## src/rtl/assert_macros.svh

```systemverilog
// Assertion helpers.
`ifndef ASSERT_MACROS_SVH
`define ASSERT_MACROS_SVH

`define ASSERT_CLK(label, prop, msg) \
	label: assert property (@(posedge clk) disable iff (!arst_n) prop) else $error(msg);

`define ASSERT_NEVER(label, expr, msg) \
	label: assert property (@(posedge clk) disable iff (!arst_n) !(expr)) else $error(msg);

`endif

```

## src/rtl/lcs_pkg.sv

```systemverilog
package lcs_pkg;

	localparam int CP_W = 21;
	localparam int RATIO_W = 23;
	localparam int COMMON_W = 11;
	localparam int TOTAL_W = 12;
	localparam int FRAC_W = 16;
	localparam logic [RATIO_W-1:0] RATIO_FULL = RATIO_W'(100 << FRAC_W);

	typedef struct packed {
		logic [CP_W-1:0] codepoint;
		logic side;
		logic has_char;
		logic end_of_pair;
	} in_item_t;

	typedef struct packed {
		logic [RATIO_W-1:0] ratio_fixed;
		logic [COMMON_W-1:0] common_length;
		logic [TOTAL_W-1:0] total_length;
		logic too_long;
	} out_item_t;

	typedef struct packed {
		logic load;
		logic row_start;
		logic col_step;
		logic div_start;
		logic clear;
	} lcs_cmd_t;

	typedef struct packed {
		logic col_last;
		logic row_last;
		logic div_done;
		logic empty_any;
	} lcs_stat_t;

endpackage

```

## src/rtl/lcs_ctrl.sv

```systemverilog
`include "assert_macros.svh"
module lcs_ctrl import lcs_pkg::*; (
	input logic clk,
	input logic arst_n,
	input logic in_fire,
	input logic in_end,
	input lcs_stat_t stat,
	input logic out_busy,
	input logic out_ready,
	output lcs_cmd_t cmd,
	output logic in_ready,
	output logic out_load
);

	localparam logic [2:0] ST_LOAD = 3'd0;
	localparam logic [2:0] ST_ROW = 3'd1;
	localparam logic [2:0] ST_COL = 3'd2;
	localparam logic [2:0] ST_DIV = 3'd3;
	localparam logic [2:0] ST_WAIT = 3'd4;
	localparam logic [2:0] ST_OUT = 3'd5;

	logic [2:0] state_q;
	logic [2:0] state_d;

	always_comb begin
		state_d = state_q;
		cmd = '0;
		in_ready = 1'b0;
		out_load = 1'b0;
		unique case (state_q)
			ST_LOAD: begin
				in_ready = 1'b1;
				cmd.load = in_fire;
				if (in_fire && in_end) state_d = ST_WAIT;
			end
			ST_WAIT: begin
				if (stat.empty_any) begin
					cmd.div_start = 1'b1;
					state_d = ST_DIV;
				end else begin
					cmd.row_start = 1'b1;
					state_d = ST_COL;
				end
			end
			ST_ROW: begin
				cmd.row_start = 1'b1;
				state_d = ST_COL;
			end
			ST_COL: begin
				cmd.col_step = 1'b1;
				if (stat.col_last) begin
					if (stat.row_last) begin
						state_d = ST_DIV;
					end else begin
						state_d = ST_ROW;
					end
				end
			end
			ST_DIV: begin
				if (stat.div_done && !out_busy) begin
					out_load = 1'b1;
					cmd.clear = 1'b1;
					state_d = ST_OUT;
				end
			end
			ST_OUT: begin
				state_d = ST_LOAD;
			end
			default: state_d = ST_LOAD;
		endcase
	end

	logic div_kick_q;
	always_ff @(posedge clk or negedge arst_n) begin
		if (!arst_n) begin
			state_q <= ST_LOAD;
			div_kick_q <= 1'b0;
		end else begin
			state_q <= state_d;
			div_kick_q <= (state_q == ST_COL) && stat.col_last && stat.row_last;
		end
	end

	`ASSERT_NEVER(a_no_load_busy, (state_q != ST_LOAD) && cmd.load, "load outside load state")
	`ASSERT_CLK(a_out_once, out_load |=> !out_load, "double result load")
	`ASSERT_NEVER(a_kick_state, div_kick_q && (state_q != ST_DIV), "divider kick lost")
	`ASSERT_NEVER(a_out_ready_x, out_load && out_busy && !out_ready, "result overwritten")

endmodule

```

## config.mk

```make
export PLATFORM = sky130hd
export DESIGN_NAME = lcs_ctrl
export DESIGN_NICKNAME = d
export VERILOG_FILES = /design/src/rtl/lcs_pkg.sv /design/src/rtl/lcs_ctrl.sv
export VERILOG_INCLUDE_DIRS = /design/src /design/src/rtl
export SDC_FILE = /design/constraint.sdc
export NUM_CORES = 1
export LEC_CHECK = 0
export BUFFER_PORTS_ARGS = -buffer_cell sky130_fd_sc_hd__buf_2
export CAP_MARGIN = 25
export CELL_PAD_IN_SITES_DETAIL_PLACEMENT = 1
export CELL_PAD_IN_SITES_GLOBAL_PLACEMENT = 1
export CORE_AREA = 2 2 39 41
export DETAILED_ROUTE_END_ITERATION = 12
export DIE_AREA = 0 0 41 43
export GPL_TIMING_DRIVEN = 0
export PLACE_DENSITY_LB_ADDON = 0.1
export SLEW_MARGIN = 15
export SYNTH_ARGS = -nofsm -noshare
export SYNTH_HDL_FRONTEND = slang
export SYNTH_SLANG_ARGS = --single-unit
```

## constraint.sdc

```tcl
create_clock -name clk -period 1.1 [get_ports clk]
set_input_delay 0.22 -clock clk [delete_from_list [all_inputs] [get_ports clk]]
set_output_delay 0.22 -clock clk [all_outputs]
set_load 0.01 [all_outputs]
```

==> flow_summary.ini, run 1 <==
[cells_and_area]
largest_reg_flops = 3
top_regs = state_q (3)
post-route-util = 0.3571
antenna_cells = 0
syn_to_final_growth_pct = 127.0
design_area_um2 = 494.2
drive_gt1_frac = 0.6964
nNetsFinal = 67
top_register = state_q

[timing]
timing.slew.headroom = 0.8740
fin_crit_ns = 1.380
worstMarginPinSlew_ns = 0.1889
slew_violations = 0
setup-violations-final = 8
finalHoldViolCount = 0
period_share = 1.254
fin_hold_ws_ns = 0.2404
setup_ws_ns = -0.2797
fin_skew_ns = 0.001161
fmax_ghz = 0.7248
finalSetupTns_ns = -1.838
rsz0062_at_grt = yes

[critical_path]
crit_path_max_fanout = 6
cp-end-kind = output pin
start_kind = flip-flop
crit_arrival_ns = 1.16
path_class = reg -> out
crit_required_ns = 0.88

[clock_tree]
clk_pin_slew_ns = 0.04
cts_tree = yes
clk_latency_ns = 0.23
cts_buffers = 3
clockRootBuffer = clkbuf_4
cts-htree-levels = 1
clockBufferDepth = 2
cts.sinks = 3

[outcome]
violations = negative setup slack
outcome = finished, violations left

[routing]
ant_nets = 0
dr.pass1.iters = 1
drt_iter0_drc = 0
drc = 0
vias = 299
vias_per_cell = 4.153
wl_um = 798
wire_per_inst_um = 11.08

[synthesis]
synth-seq-cells = 3
synth_fp_nets = 37
synth_top_area_frac = 0.3448
synth.area.top_cells = dfrtp_1 34%, nor2_1 10%, and3_4 5.2%
ys_top_cells_by_count = 6 x nor2_1, 3 x dfrtp_1, 2 x a21oi_1, 2 x o21ai_0
yosys.area.top_type = dfrtp_1
syn-mean-instance-area_um2 = 8.063
synth.distinct_cells = 18
synthCells = 27
ys_warn_count = 0
yosysMostFrequentCell = nor2_1
ys_async_sr_fraction = 1.000
syn-cell-area_um2 = 217.7
synthFlopType = dfrtp_1
ys_seq_area_frac = 0.3448
synth_edf_count = 0

[global_route]
antenna_found_initial = 0
grt.overflow.total = 0
grt_pass1_vias = 293
grt_start_max_net_pins = 8
track_usage = 0.1035
grt_pass1_wl_um = 1214

[power_and_ir_drop]
p_leak_nw = 0.2409
p_int_mw = 0.7879
pwr-share-comb = 0.651
sequentialPowerShare = 0.197
p_sw_frac = 0.3791
powerDensity_mw_per_mm2 = 2567
p_clk_frac = 0.152
vdd_drop_max_mv = 0.6666
switching_power_mw = 0.4810

[floorplanning]
row_count = 14
start_util = 0.1573
die_w_um = 41
core_area_mm2 = 0.001384
dieArea_mm2 = 0.001763
io_pins = 17
die_y_um = 43

[worst_hold_path]
min_path_type = in -> reg

[place]
post-place-ws_ns = -0.1446
dpl_cell_area_um2 = 320.3
gp_congestion = 0.7418
portBuffers = 15
hpwl_um = 533.3

[job]
maxCapViolations = 0
-- worst max-delay path, cell delays in order, from the launching register on --
cell      delay [ns]
dfrtp_2         0.46
nand2b_4        0.19
nor2_4          0.09
buf_4           0.11
buf_6           0.09
-- layout make-up --
type                            count  area [um^2]
Buffer                              2        18.77
Clock buffer                        4        26.28
Fill cell                         173        889.6
Timing Repair Buffer               25        190.2
Tap cell                           16        20.02
Sequential cell                     3        77.57
Inverter                            1        3.754
Multi-Input combinational cell     21        157.7
-- cells by family (layout without fill, tap and decap cells) --
| group | Yosys count | in the layout | share of synthesized area |
|---|---|---|---|
| DFF | 3 | 3 | 0.3448 |
| muxes | 1 | 1 | 0.04598 |
| AOI/OAI and AO/OA | 5 | 5 | 0.1265 |
| buffers and inverters | 3 | 32 | 0.1034 |
| and+or+nand+nor | 15 | 15 | 0.3793 |
-- stage by stage --
stage               std cells  power, mW
finish                     72      1.269
global route               72      1.367
CTS                        71      1.183
detailed placement         58     0.6631
global placement           58     0.6536
floorplan                  27     0.5041
-- placed cells by master, fill, tap and decap left out, types with 2 or more instances in the layout --
| master | instances |
|---|---|
| buf_2 | 12 |
| buf_4 | 5 |
| buf_6 | 9 |
| clkbuf_4 | 3 |
| dfrtp_2 | 2 |
| nor2_1 | 4 |
| nor2_2 | 2 |
-- routing by layer --
metal,part of all wire,global-route usage,up-vias
li1,-,-,148
met1,0.40,0.1226,142
met2,0.54,0.1563,9
met3,0.059,0.01571,0
met4,0,0.08000,0
met5,0,0,-
-- timing repair --
action	in CTS	in global routing
endpoints found under the hold margin	3	0
resized for setup	13	4
hold buffers	1	0
setup buffers	8	1
pin swaps	5	1
setup endpoints to repair	7	9
-- power groups by stage --
| stage | combinational, mW | clock (mW) | sequential [mW] |
|---|---|---|---|
| 2_1_floorplan | 0.295 | 0 | 0.209 |
| 3_3_place_gp | 0.425 | 0 | 0.229 |
| 3_5_place_dp | 0.434 | 0 | 0.229 |
| 4_1_cts | 0.745 | 0.202 | 0.236 |
| 5_1_grt | 0.899 | 0.208 | 0.261 |
| 6_report | 0.826 | 0.193 | 0.250 |
-- path summary, 6_finish.rpt --
| kind | slack (ns) | from | to | cells after the start |
|---|---|---|---|---|
| setup / recovery | -0.28 | state_q[2] | cmd[0] | 4 |
| hold / removal | 0.24 | in_end | state_q[2] | 3 |
| setup reg to reg | -0.12 | state_q[1] | state_q[2] | 7 |
| hold reg to reg | 0.65 | state_q[2] | state_q[2] | 2 |
| max in group asynchronous | 0.68 | arst_n | state_q[1] | 2 |
| min in group asynchronous | 0.31 | arst_n | state_q[0] | 2 |
No activity file was read; power rests on OpenSTA's default activity.
==> inputs of run 2 (changes only) <==
--- a/config.mk
+++ b/config.mk
@@ -14,7 +14,7 @@
 export DETAILED_ROUTE_END_ITERATION = 12
 export DIE_AREA = 0 0 41 43
 export GPL_TIMING_DRIVEN = 0
-export PLACE_DENSITY_LB_ADDON = 0.1
+export PLACE_DENSITY = 0.54
 export SLEW_MARGIN = 15
 export SYNTH_ARGS = -nofsm -noshare
 export SYNTH_HDL_FRONTEND = slang
==> constraint.sdc (replaced) <==
create_clock -name clk -period 1.6 [get_ports clk]
set_input_delay 0.32 -clock clk [delete_from_list [all_inputs] [get_ports clk]]
set_output_delay 0.32 -clock clk [all_outputs]
set_load 0.01 [all_outputs]
==> run 2 against run 1 <==
  * The run now ends clean
  * Critical path depth unchanged
  * Total power decreased by 55%
  * Final area decreased by 29%
  * Non-clock buffer count decreased by 9
  * Clock power decreased by 31%
  * Die area unchanged
  * Largest power group unchanged
==> flow_summary.ini, run 2 (same netlist as run 1, synthesis figures left out) <==
[power_and_ir_drop]
p_leak_nw = 0.1838
vdd_drop_max_mv = 0.3522
powerDensity_mw_per_mm2 = 1605
p_total_mw = 0.5662

[global_route]
grt_pass1_vias = 268
grt_pass1_wl_um = 972
track_usage = 0.08643
grt_start_max_net_pins = 11
antenna_found_initial = 0
grt.overflow.total = 0

[timing]
finalHoldViolCount = 0
worstMarginPinSlew_ns = 0.2209
setup-violations-final = 0
fin_skew_ns = 0.002966
period_share = 0.9642
fmax_ghz = 0.6482
rsz0062_at_grt = yes
timing.slew.headroom = 0.8527
fin_crit_ns = 1.543
slew_violations = 0

[routing]
dr.pass1.iters = 1
vias = 259
wl_um = 563
drt_iter0_drc = 0
drc = 0
wire_per_inst_um = 8.937
vias_per_cell = 4.111
ant_nets = 0

[critical_path]
crit_path_max_fanout = 7
crit_required_ns = 1.28
start_kind = flip-flop
cp-end-kind = output pin
path_class = reg -> out
crit_arrival_ns = 1.22

[cells_and_area]
top_regs = state_q (3)
drive_gt1_frac = 0.5106
nNetsFinal = 58
nFillCells = 175
final_common_cell = buf_2
design_area_um2 = 352.8
top_register = state_q
regArea_um2 = 76.32
syn_to_final_growth_pct = 62.07
antenna_cells = 0
multiInputGateArea_um2 = 122.6
final_cells = 63
largest_reg_flops = 3
layout_common_cells = 15 x buf_2, 5 x nor2_1, 3 x clkbuf_4

[floorplanning]
io_pins = 17
die_w_um = 41
dieArea_mm2 = 0.001763
core_area_mm2 = 0.001384
start_util = 0.1573
row_count = 14
die_y_um = 43

[place]
gp_congestion = 0.7187
hpwl_um = 463.4
dp.cells = 58
portBuffers = 15
dpl_cell_area_um2 = 312.8

[clock_tree]
clk_pin_slew_ns = 0.04
cts_tree = yes
cts.sinks = 3
cts_buffers = 3
cts-htree-levels = 1
post_cts_buffers = 0
clockRootBuffer = clkbuf_4
clockBufferDepth = 2
clk_latency_ns = 0.23

[job]
maxCapViolations = 0

[outcome]
outcome = finished clean

[worst_hold_path]
min_path_type = in -> reg
run 2: path summary, 6_finish.rpt:
| path | from | to | slack (ns) | cells after the start |
|---|---|---|---|---|
| min in group asynchronous | arst_n | state_q[2] | 0.41 | 2 |
| worst min register to register | state_q[2] | state_q[2] | 0.51 | 1 |
| worst max register to register | state_q[1] | state_q[0] | 0.63 | 3 |
| worst min-delay path | in_end | state_q[2] | 0.35 | 3 |
| max in group asynchronous | arst_n | state_q[2] | 1.08 | 2 |
| worst max-delay path | state_q[2] | cmd[0] | 0.06 | 4 |
run 2: routing by layer:
layer / share of wire / up-vias / track usage
met5: 0 / - / 0
met4: 0.018 / 0 / 0.08000
met3: 0.055 / 2 / 0.03141
met2: 0.55 / 9 / 0.1250
met1: 0.37 / 116 / 0.09032
li1: - / 132 / -
run 2: cell type report:
cell class	instances	area share
timing repair buffer	16	0.2411
tap	16	0.05674
inverter	1	0.01064
sequential	3	0.2163
multi-input combinational	21	0.3475
buffer	2	0.05319
clock buffer	4	0.07447
run 2: what timing repair did:
| item | 4_1_cts | 5_1_grt |
|---|---|---|
| setup endpoints to repair | 1 | 1 |
| pin swaps | 0 | 0 |
| hold buffers | 1 | 0 |
| hold endpoints to repair | 3 | 0 |
| gates resized for setup | 1 | 1 |
run 2: per-stage QoR:
| stage | worst slack [ns] | setup TNS, ns | utilization | hold slack (ns) |
|---|---|---|---|---|
| finish | 0.05730 | 0 | 0.2550 | 0.3480 |
| global route | -0.01038 | -0.01038 | 0.2550 | 0.3826 |
| CTS | 0.01904 | 0 | 0.2532 | 0.3479 |
| detailed placement | 0.2501 | 0 | 0.2260 | 0.1172 |
| global placement | 0.2591 | 0 | 0.2260 | 0.1163 |
| floorplan | 0.2716 | 0 | - | 0.02441 |
run 2: power breakdown:
group	total [mW]	internal [mW]	switching, mW
Clock	0.134	0.0935	0.0401
Sequential	0.151	0.109	0.0416
Combinational	0.281	0.133	0.149
run 2: worst max-delay path: stages, from the launching register on:
cell	delay, ns
dfrtp_2	0.44
nand2b_1	0.20
nor2_2	0.13
buf_4	0.10
buf_2	0.11
